[config.mk]
export PLATFORM = sky130hd
export DESIGN_NAME = unwind_opcode_decoder
export DESIGN_NICKNAME = d
export VERILOG_FILES = /design/src/uod_pkg.sv /design/src/uod_front.sv /design/src/uod_queue.sv /design/src/uod_back.sv /design/src/unwind_opcode_decoder.sv
export SDC_FILE = /design/constraint.sdc
export NUM_CORES = 1
export LEC_CHECK = 0
export BUFFER_PORTS_ARGS = -buffer_cell sky130_fd_sc_hd__buf_2
export CAP_MARGIN = 10
export CELL_PAD_IN_SITES_DETAIL_PLACEMENT = 1
export CELL_PAD_IN_SITES_GLOBAL_PLACEMENT = 1
export CORE_UTILIZATION = 50
export DETAILED_ROUTE_END_ITERATION = 7
export GPL_TIMING_DRIVEN = 0
export PLACE_DENSITY_LB_ADDON = 0.1
export SYNTH_ARGS = -nofsm -noshare
export SYNTH_HDL_FRONTEND = slang
export SYNTH_SLANG_ARGS = --single-unit
[constraint.sdc]
create_clock -name clk_i -period 18.7 [get_ports clk_i]
set_input_delay 0.935 -clock clk_i [delete_from_list [all_inputs] [get_ports clk_i]]
set_output_delay 0.935 -clock clk_i [all_outputs]
set_load 0.01 [all_outputs]
[src/uod_pkg.sv]
// ----------------------------------------------------------------------------
// uod_pkg
// Shared types and constants for the unwind opcode decoder.
// ----------------------------------------------------------------------------
`default_nettype none

package uod_pkg;

  localparam int unsigned QDEPTH = 2;
  localparam int unsigned QPTR_W = (QDEPTH > 1) ? $clog2(QDEPTH) : 1;
  localparam int unsigned QCNT_W = $clog2(QDEPTH + 1);

  typedef enum logic [3:0] {
    CMD_FINISH   = 4'd0,
    CMD_PUSH     = 4'd1,
    CMD_POP      = 4'd2,
    CMD_REGPOP   = 4'd3,
    CMD_REGTOSP  = 4'd4,
    CMD_VFPPOP   = 4'd5,
    CMD_WREGPOP  = 4'd6,
    CMD_WCGRPOP  = 4'd7,
    CMD_RESERVED = 4'd8,
    CMD_REFUSED  = 4'd9,
    CMD_TRUNC    = 4'd10
  } cmd_e;

  localparam logic [7:0] OP_FINISH  = 8'hb0;
  localparam logic [7:0] OP_LOWREGS = 8'hb1;
  localparam logic [7:0] OP_ULEB    = 8'hb2;
  localparam logic [7:0] OP_VFPX    = 8'hb3;
  localparam logic [7:0] OP_WREG    = 8'hc6;
  localparam logic [7:0] OP_WCGR    = 8'hc7;
  localparam logic [7:0] OP_VFP16   = 8'hc8;
  localparam logic [7:0] OP_VFPD    = 8'hc9;
  localparam logic [7:0] OP_RSV_A   = 8'h9d;
  localparam logic [7:0] OP_RSV_B   = 8'h9f;
  localparam logic [7:0] OP_REFUSE  = 8'h80;

  localparam int unsigned VFP_BANK16_BIT = 16;
  localparam int unsigned VFP_DOUBLE_BIT = 17;
  localparam int unsigned SP_REG_BIT     = 13;
  localparam logic [31:0] ULEB_POP_BASE  = 32'h0000_0204;

  typedef struct packed {
    cmd_e        cmd;
    logic [31:0] data;
    logic        clr;   // offset restarts from zero before this command
    logic        stop;  // sequence ends with this command
  } uod_entry_t;

endpackage

`default_nettype wire

[src/uod_front.sv]
// ----------------------------------------------------------------------------
// uod_front
// Byte gatherer: collects multi-byte opcodes and classifies each finished
// instruction into a command and data word.
// ----------------------------------------------------------------------------
`default_nettype none

module uod_front
  import uod_pkg::*;
(
  input  wire logic       clk_i,
  input  wire logic       rst_ni,
  input  wire logic       in_valid_i,
  output logic            in_stall_o,
  input  wire logic [7:0] code_byte_i,
  input  wire logic       first_byte_i,
  input  wire logic       final_byte_i,
  input  wire logic       q_full_i,
  output logic            q_push_o,
  output uod_entry_t      q_entry_o
);

  typedef enum logic [2:0] {
    K_NONE    = 3'd0,
    K_REGMASK = 3'd1,
    K_LOWREGS = 3'd2,
    K_ULEB    = 3'd3,
    K_VFP     = 3'd4,
    K_WREG    = 3'd5,
    K_WCGR    = 3'd6
  } kind_e;

  kind_e       kind_q, kind_d;
  logic [7:0]  op_q, op_d;
  logic [31:0] acc_q, acc_d;
  logic [5:0]  shift_q, shift_d;
  logic        halted_q, halted_d;
  logic        clr_q, clr_d;

  logic        accept;
  logic [8:0]  lowmask;
  logic [31:0] leb_bits;
  logic [31:0] acc_new;

  assign in_stall_o = q_full_i;
  assign accept     = in_valid_i && !q_full_i;
  assign lowmask    = (9'd2 << code_byte_i[2:0]) - 9'd1;
  assign leb_bits   = {25'b0, code_byte_i[6:0]} << shift_q[4:0];

  always_comb begin
    kind_e       kind;
    logic        halted;
    logic        clr;
    logic        done;
    logic        stop;
    cmd_e        cmd;
    logic [31:0] data;
    logic [7:0]  b;

    b        = code_byte_i;
    kind     = first_byte_i ? K_NONE : kind_q;
    halted   = first_byte_i ? 1'b0 : halted_q;
    clr      = first_byte_i | clr_q;
    done     = 1'b1;
    stop     = 1'b0;
    cmd      = CMD_RESERVED;
    data     = '0;
    acc_new  = acc_q;
    shift_d  = shift_q;
    acc_d    = acc_q;
    op_d     = op_q;
    kind_d   = kind_q;
    halted_d = halted_q;
    clr_d    = clr_q;
    q_push_o = 1'b0;

    if (accept) begin
      kind_d   = kind;
      halted_d = halted;
      clr_d    = clr;
      if (first_byte_i) begin
        op_d    = '0;
        acc_d   = '0;
        shift_d = '0;
      end
    end

    if (accept && !halted) begin
      unique case (kind)
        K_NONE: begin
          op_d = b;
          if (b[7:6] == 2'b00) begin
            cmd  = CMD_POP;
            data = {24'b0, b[5:0], 2'b0} + 32'd4;
          end else if (b[7:6] == 2'b01) begin
            cmd  = CMD_PUSH;
            data = {24'b0, b[5:0], 2'b0} + 32'd4;
          end else if (b[7:4] == 4'h8) begin
            kind_d = K_REGMASK;
            done   = 1'b0;
          end else if (b[7:4] == 4'h9) begin
            if (b == OP_RSV_A || b == OP_RSV_B) begin
              cmd = CMD_RESERVED;
            end else begin
              cmd  = CMD_REGTOSP;
              data = {28'b0, b[3:0]};
            end
          end else if (b[7:4] == 4'ha) begin
            cmd  = CMD_REGPOP;
            data = {17'b0, b[3], 2'b0, lowmask[7:0], 4'b0};
          end else if (b == OP_FINISH) begin
            cmd = CMD_FINISH;
          end else if (b == OP_LOWREGS) begin
            kind_d = K_LOWREGS;
            done   = 1'b0;
          end else if (b == OP_ULEB) begin
            kind_d  = K_ULEB;
            done    = 1'b0;
            acc_d   = '0;
            shift_d = '0;
          end else if (b == OP_VFPX || b == OP_VFP16 || b == OP_VFPD) begin
            kind_d = K_VFP;
            done   = 1'b0;
          end else if (b[7:3] == 5'b10111) begin
            cmd  = CMD_VFPPOP;
            data = {24'b0, 5'b10000, b[2:0]};
          end else if (b[7:3] == 5'b11010) begin
            cmd  = CMD_VFPPOP;
            data = {24'b0, 5'b10000, b[2:0]};
            data[VFP_DOUBLE_BIT] = 1'b1;
          end else if (b[7:3] == 5'b11000 && b[2:0] <= 3'd5) begin
            cmd  = CMD_WREGPOP;
            data = {24'b0, 5'b10100, b[2:0]};
          end else if (b == OP_WREG) begin
            kind_d = K_WREG;
            done   = 1'b0;
          end else if (b == OP_WCGR) begin
            kind_d = K_WCGR;
            done   = 1'b0;
          end else begin
            cmd = CMD_RESERVED;
          end
        end
        K_REGMASK: begin
          if (op_q == OP_REFUSE && b == 8'h00) begin
            cmd = CMD_REFUSED;
          end else begin
            cmd  = CMD_REGPOP;
            data = {16'b0, op_q[3:0], b, 4'b0};
          end
        end
        K_LOWREGS, K_WCGR: begin
          if (b == 8'h00 || b[7:4] != 4'h0) begin
            cmd = CMD_RESERVED;
          end else begin
            cmd  = (kind == K_LOWREGS) ? CMD_REGPOP : CMD_WCGRPOP;
            data = {24'b0, b};
          end
        end
        K_ULEB: begin
          if (shift_q < 6'd32) begin
            acc_new = acc_q | leb_bits;
          end
          acc_d   = acc_new;
          shift_d = (shift_q > 6'd28) ? 6'd35 : shift_q + 6'd7;
          if (b[7]) begin
            done = 1'b0;
          end else begin
            cmd  = CMD_POP;
            data = {acc_new[29:0], 2'b0} + ULEB_POP_BASE;
          end
        end
        K_VFP: begin
          cmd  = CMD_VFPPOP;
          data = {24'b0, b};
          data[VFP_BANK16_BIT] = (op_q == OP_VFP16);
          data[VFP_DOUBLE_BIT] = (op_q != OP_VFPX);
        end
        K_WREG: begin
          cmd  = CMD_WREGPOP;
          data = {24'b0, b};
        end
        default: begin
          cmd = CMD_RESERVED;
        end
      endcase

      if (done || final_byte_i) begin
        if (!done) begin
          cmd  = CMD_TRUNC;
          data = '0;
        end
        case (cmd)
          CMD_FINISH, CMD_RESERVED, CMD_REFUSED, CMD_TRUNC: stop = 1'b1;
          default: stop = final_byte_i;
        endcase
        q_push_o = 1'b1;
        kind_d   = K_NONE;
        clr_d    = 1'b0;
        if (stop) begin
          halted_d = 1'b1;
          op_d     = '0;
          acc_d    = '0;
          shift_d  = '0;
        end
      end
    end

    q_entry_o.cmd  = cmd;
    q_entry_o.data = data;
    q_entry_o.clr  = clr;
    q_entry_o.stop = stop;
  end

  always_ff @(posedge clk_i or negedge rst_ni) begin
    if (!rst_ni) begin
      kind_q   <= K_NONE;
      op_q     <= '0;
      acc_q    <= '0;
      shift_q  <= '0;
      halted_q <= 1'b1;
      clr_q    <= 1'b0;
    end else begin
      kind_q   <= kind_d;
      op_q     <= op_d;
      acc_q    <= acc_d;
      shift_q  <= shift_d;
      halted_q <= halted_d;
      clr_q    <= clr_d;
    end
  end

endmodule

`default_nettype wire

[src/uod_queue.sv]
// ----------------------------------------------------------------------------
// uod_queue
// Short command FIFO between the byte gatherer and the offset tracker.
// ----------------------------------------------------------------------------
`default_nettype none

module uod_queue
  import uod_pkg::*;
(
  input  wire logic        clk_i,
  input  wire logic        rst_ni,
  input  wire logic        push_i,
  input  wire uod_entry_t  entry_i,
  output logic             full_o,
  input  wire logic        pop_i,
  output logic             valid_o,
  output uod_entry_t       head_o
);

  uod_entry_t          mem_q [QDEPTH];
  logic [QPTR_W-1:0]   wr_ptr_q, wr_ptr_d;
  logic [QPTR_W-1:0]   rd_ptr_q, rd_ptr_d;
  logic [QCNT_W-1:0]   cnt_q, cnt_d;

  assign full_o  = (cnt_q == QCNT_W'(QDEPTH));
  assign valid_o = (cnt_q != '0);
  assign head_o  = mem_q[rd_ptr_q];

  always_comb begin
    wr_ptr_d = wr_ptr_q;
    rd_ptr_d = rd_ptr_q;
    cnt_d    = cnt_q;
    if (push_i) begin
      wr_ptr_d = (wr_ptr_q == QPTR_W'(QDEPTH - 1)) ? '0 : wr_ptr_q + 1'b1;
    end
    if (pop_i) begin
      rd_ptr_d = (rd_ptr_q == QPTR_W'(QDEPTH - 1)) ? '0 : rd_ptr_q + 1'b1;
    end
    if (push_i && !pop_i) begin
      cnt_d = cnt_q + 1'b1;
    end else if (pop_i && !push_i) begin
      cnt_d = cnt_q - 1'b1;
    end
  end

  always_ff @(posedge clk_i or negedge rst_ni) begin
    if (!rst_ni) begin
      wr_ptr_q <= '0;
      rd_ptr_q <= '0;
      cnt_q    <= '0;
    end else begin
      wr_ptr_q <= wr_ptr_d;
      rd_ptr_q <= rd_ptr_d;
      cnt_q    <= cnt_d;
    end
  end

  always_ff @(posedge clk_i) begin
    if (push_i) begin
      mem_q[wr_ptr_q] <= entry_i;
    end
  end

endmodule

`default_nettype wire

[src/uod_back.sv]
// ----------------------------------------------------------------------------
// uod_back
// Offset tracker: applies each command to the virtual SP offset and holds
// the result in the output register.
// ----------------------------------------------------------------------------
`default_nettype none

module uod_back
  import uod_pkg::*;
(
  input  wire logic        clk_i,
  input  wire logic        rst_ni,
  input  wire logic        q_valid_i,
  input  wire uod_entry_t  q_head_i,
  output logic             q_pop_o,
  output logic             out_valid_o,
  input  wire logic        out_stall_i,
  output logic [3:0]       command_o,
  output logic [31:0]      command_data_o,
  output logic signed [31:0] vsp_offset_o,
  output logic             sp_reload_o,
  output logic             sequence_end_o
);

  logic        out_valid_q, out_valid_d;
  logic [31:0] offset_q;
  logic [31:0] offset_d;
  logic [31:0] base;
  logic [31:0] delta;
  logic        spr;
  logic [4:0]  ones16;
  logic [2:0]  ones4;
  logic [31:0] regs8;

  logic [3:0]  cmd_q;
  logic [31:0] data_q;
  logic        spr_q;
  logic        stop_q;

  assign q_pop_o     = q_valid_i && (!out_valid_q || !out_stall_i);
  assign ones16      = 5'($countones(q_head_i.data[15:0]));
  assign ones4       = 3'($countones(q_head_i.data[3:0]));
  assign regs8       = {24'b0, ({1'b0, q_head_i.data[3:0]} + 5'd1), 3'b0};
  assign base        = q_head_i.clr ? '0 : offset_q;

  always_comb begin
    delta = '0;
    spr   = 1'b0;
    unique case (q_head_i.cmd)
      CMD_PUSH:    delta = -q_head_i.data;
      CMD_POP:     delta = q_head_i.data;
      CMD_REGPOP: begin
        delta = {25'b0, ones16, 2'b0};
        spr   = q_head_i.data[SP_REG_BIT];
      end
      CMD_REGTOSP: spr = 1'b1;
      CMD_VFPPOP: begin
        delta = regs8 + (q_head_i.data[VFP_DOUBLE_BIT] ? 32'd0 : 32'd4);
      end
      CMD_WREGPOP: delta = regs8;
      CMD_WCGRPOP: delta = {27'b0, ones4, 2'b0};
      default:     delta = '0;
    endcase
    offset_d = base + delta;
  end

  always_comb begin
    if (q_pop_o) begin
      out_valid_d = 1'b1;
    end else if (out_stall_i) begin
      out_valid_d = out_valid_q;
    end else begin
      out_valid_d = 1'b0;
    end
  end

  always_ff @(posedge clk_i or negedge rst_ni) begin
    if (!rst_ni) begin
      out_valid_q <= 1'b0;
      offset_q    <= '0;
    end else begin
      out_valid_q <= out_valid_d;
      if (q_pop_o) begin
        offset_q <= offset_d;
      end
    end
  end

  always_ff @(posedge clk_i) begin
    if (q_pop_o) begin
      cmd_q  <= q_head_i.cmd;
      data_q <= q_head_i.data;
      spr_q  <= spr;
      stop_q <= q_head_i.stop;
    end
  end

  assign out_valid_o    = out_valid_q;
  assign command_o      = cmd_q;
  assign command_data_o = data_q;
  assign vsp_offset_o   = offset_q;
  assign sp_reload_o    = spr_q;
  assign sequence_end_o = stop_q;

endmodule

`default_nettype wire

[src/unwind_opcode_decoder.sv]
// A byte that completes an instruction is written to the command FIFO when it
// is accepted; the back end pops it into the output register once the output is free.
// Throughput: one byte per cycle; the two-entry command FIFO stalls the input
// only when it is full.
// Reset: parse state cleared, offset zero, decoder halted until a first byte.
// ----------------------------------------------------------------------------
// unwind_opcode_decoder
// ARM unwind opcode decoder with running virtual SP offset.
// ----------------------------------------------------------------------------
`default_nettype none

module unwind_opcode_decoder
  import uod_pkg::*;
(
  input  wire logic               clk_i,
  input  wire logic               rst_ni,
  input  wire logic               in_valid_i,
  output logic                    in_stall_o,
  input  wire logic [7:0]         code_byte_i,
  input  wire logic               first_byte_i,
  input  wire logic               final_byte_i,
  output logic                    out_valid_o,
  input  wire logic               out_stall_i,
  output logic [3:0]              command_o,
  output logic [31:0]             command_data_o,
  output logic signed [31:0]      vsp_offset_o,
  output logic                    sp_reload_o,
  output logic                    sequence_end_o
);

  logic       q_full;
  logic       q_push;
  logic       q_pop;
  logic       q_valid;
  uod_entry_t q_entry;
  uod_entry_t q_head;

  uod_front u_front (
    .clk_i        (clk_i),
    .rst_ni       (rst_ni),
    .in_valid_i   (in_valid_i),
    .in_stall_o   (in_stall_o),
    .code_byte_i  (code_byte_i),
    .first_byte_i (first_byte_i),
    .final_byte_i (final_byte_i),
    .q_full_i     (q_full),
    .q_push_o     (q_push),
    .q_entry_o    (q_entry)
  );

  uod_queue u_queue (
    .clk_i   (clk_i),
    .rst_ni  (rst_ni),
    .push_i  (q_push),
    .entry_i (q_entry),
    .full_o  (q_full),
    .pop_i   (q_pop),
    .valid_o (q_valid),
    .head_o  (q_head)
  );

  uod_back u_back (
    .clk_i          (clk_i),
    .rst_ni         (rst_ni),
    .q_valid_i      (q_valid),
    .q_head_i       (q_head),
    .q_pop_o        (q_pop),
    .out_valid_o    (out_valid_o),
    .out_stall_i    (out_stall_i),
    .command_o      (command_o),
    .command_data_o (command_data_o),
    .vsp_offset_o   (vsp_offset_o),
    .sp_reload_o    (sp_reload_o),
    .sequence_end_o (sequence_end_o)
  );

endmodule

`default_nettype wire

==> flow_metrics.tcl <==
set metrics [dict create \
    status "completed" \
    multi_input_area_um2 7345 \
    syn_area_um2 13570 \
    hold_buffers 0 \
    start_util 0.5150 \
    grt_pass1_vias 11690 \
    powerDensity_nw_per_um2 150.7 \
    placed_cell_area_um2 14480 \
    path_class "flop to flop" \
    ys_seq_elements 200 \
    max_freq_mhz 106.7 \
    antenna_found_initial 0 \
    yosysTopAreaCellShare 0.2522 \
    yosysTopAreaCell "edfxtp_1" \
    cp_common_cell "fa_1" \
    startpoint_type "flop" \
    die_y_um 166.8 \
    drtIter0Drc 663 \
    crit_fanout 10 \
    cts_resized 0 \
    synth_cell_type_count 99 \
    crit_arrival_ps 9750 \
    cp.required_ps 19090 \
    core_um2 26350 \
    max_cap_viol_count 0 \
    syn2layout_area_growth_pct 10.81 \
    slew_headroom 0.1714 \
    design_area_um2 15040 \
    critPathSlowestCell "o41ai_1" \
    fin_crit_sh 0.5010 \
    whs_ps 427.1 \
    synth-seq-area-share 0.4109 \
    clkLatencyLatePin_ps 450 \
    io_buffer_count 84 \
    ff2ff_setup_slack_ps 9330 \
    wirelength_um 41410 \
    hold_viol 0 \
    cts.sinks 200 \
    skew_ps 17.55 \
    layout.nets 1579 \
    fillCellCount 2936 \
    clockBufferDepth 2 \
    hp-class "primary input to async pin" \
    grt_overflow_total 0 \
    die_area_um2 27810 \
    antenna_cells 0 \
    period_minus_slack_ps 9369 \
    yosysWarnings 0 \
    finalMaxSlewViolations 0 \
    layout-drive-gt1-share 0.1329 \
    ir_drop_v 0.00008847 \
    reg2regPathDepth 27 \
    grt_pass1_wl_um 65640 \
    p_leak_nw 6.194 \
    die_x_um 166.8 \
    syn_area_per_cell_um2 9.800 \
    clk_pin_slew_ps 80 \
    regArea_um2 5577 \
    setup_viol 0 \
    grtUsageTotal 0.3024 \
    worstMarginPinSlew_ps 1232 \
    gp_congestion 0.9213 \
    root_buffer "clkbuf_16" \
    worstReg2RegStart "u_queue.rd_ptr_q" \
    cts_tree "yes" \
    synth_cells 1385 \
    cts_max_level 4 \
    worst_r2r_endpoint "u_back.vsp_offset_o[31]" \
    vias 11470 \
    ys.flop_type "edfxtp_1" \
    drt-pass1-iter-count 5 \
    cpPeakStageDelay_ps 700 \
    ys_top_cells_by_area "edfxtp_1, dfrtp_1, ha_1, xnor2_1, nand2_1" \
    routed_via_density 6.234 \
    endpoint_kind "flop" \
    dp_hpwl_um 31480 \
    avgRoutedWirePerCell_um 22.51 \
    cts-buffers-inserted 17 \
    grt_max_degree 57 \
    ioPinCount 86 \
    async_flop_share 0.4300 \
    drcViolationCount 0 \
    row_count 59 \
    synth_edf_count 114 \
    fin_util 0.5707 \
    post-cts-setup-buffer-count 0 \
    syn_nets 1472 \
    fin_tns_setup_ps 0 \
    rsz0062_at_grt "no" \
    ant_nets 0 \
]
through the flow:
stage,std cells,worst slack (ps),power (mW)
finish,1840,9331,2.266
global route,1840,8943,2.409
CTS,1840,9346,2.265
detailed placement,1808,9448,1.869
global placement,1804,9586,1.797
floorplan,1385,11210,1.449
cells in the final DEF, fill, tap and decap left out, types with 39 or more instances in the layout:
master,n
o21ai_0,72
and2_1,39
buf_2,102
ha_1,61
inv_1,84
nand2_1,110
nor3_1,50
a21oi_1,75
xnor2_1,53
dfrtp_1,85
mux2i_1,40
nor2_1,70
edfxtp_1,114
area by class of cell:
type,count,share of cell area
flip-flops and latches,200,0.3708
plain buffers,67,0.02229
clock inverters,14,0.008818
inverters,86,0.02146
clock buffers,18,0.02853
well taps,335,0.02787
multi-input cells,1032,0.4883
repair buffers,88,0.03194
report_power, final:
group	switching, mW	leakage (nW)	internal [mW]
clock network	0.184	0.275	0.177
logic	0.790	3.67	0.455
registers	0.0548	2.25	0.606
total	1.03	6.19	1.24
cells in the mapped netlist (27+ instances only):
master	n
mux2i_1	40
nand3_1	32
edfxtp_1	114
a21oi_1	75
and2_1	40
clkbuf_1	35
xnor2_1	53
nand2_1	110
inv_1	85
dfrtp_1	85
o2bb2ai_1	27
nor3_1	51
o22ai_1	32
nor2_1	70
o21ai_0	72
ha_1	61
layer usage:
metal  vias to the layer above  GRT usage  share of wire
met5                         -          0              0
met3                        77    0.03113          0.034
li1                       5368          -              -
met4                         0     0.1131          0.030
met2                       304     0.5267           0.49
met1                      5722     0.3887           0.44
kinds of logic (layout without fill, tap and decap cells):
kind of cell / after synthesis / after routing / share of synthesized area
buffers and inverters: 153 / 273 / 0.04849
AO/OA/AOI/OAI: 388 / 388 / 0.1977
flip-flops: 200 / 200 / 0.4109
XOR/XNOR: 73 / 73 / 0.04711
multiplexers: 56 / 56 / 0.04664
adder cells (fa/ha/maj): 73 / 73 / 0.07393
AND/OR/NAND/NOR: 442 / 442 / 0.1752
worst max-delay path by stage:
stage | endpoint | cells past startpoint | start
5_1_grt | u_back.vsp_offset_o[31] | 27 | u_queue.rd_ptr_q
6_report | u_back.vsp_offset_o[31] | 27 | u_queue.rd_ptr_q
3_3_place_gp | u_back.vsp_offset_o[31] | 27 | u_queue.rd_ptr_q
4_1_cts | u_back.vsp_offset_o[31] | 27 | u_queue.rd_ptr_q
3_5_place_dp | u_back.vsp_offset_o[31] | 27 | u_queue.rd_ptr_q
2_1_floorplan | u_back.vsp_offset_o[31] | 27 | u_queue.rd_ptr_q
worst max-delay path, delay by kind of cell (launching register included):
kind / cells / cell delay, ps
adders and majority gates: 9 / 3710
AOI/OAI and AO/OA: 7 / 2380
and+or+nand+nor: 2 / 160
buffers and inverters: 7 / 1770
DFF: 1 / 320
muxes: 2 / 940
sequential cells by signal, summed over array words and instances, names as in the netlist:
register               count
u_queue.cnt_q              2
u_back.vsp_offset_o       32
u_queue.mem_q             76
u_front.shift_q            6
u_queue.wr_ptr_q           1
u_front.acc_q             30
u_queue.rd_ptr_q           1
u_front.kind_q             3
u_back.command_data_o     32
u_back.sp_reload_o         1
u_back.command_o           4
u_front.halted_q           1
u_back.out_valid_o         1
u_front.op_q               8
u_front.clr_q              1
u_back.sequence_end_o      1
(Power assumes the default switching activity.)
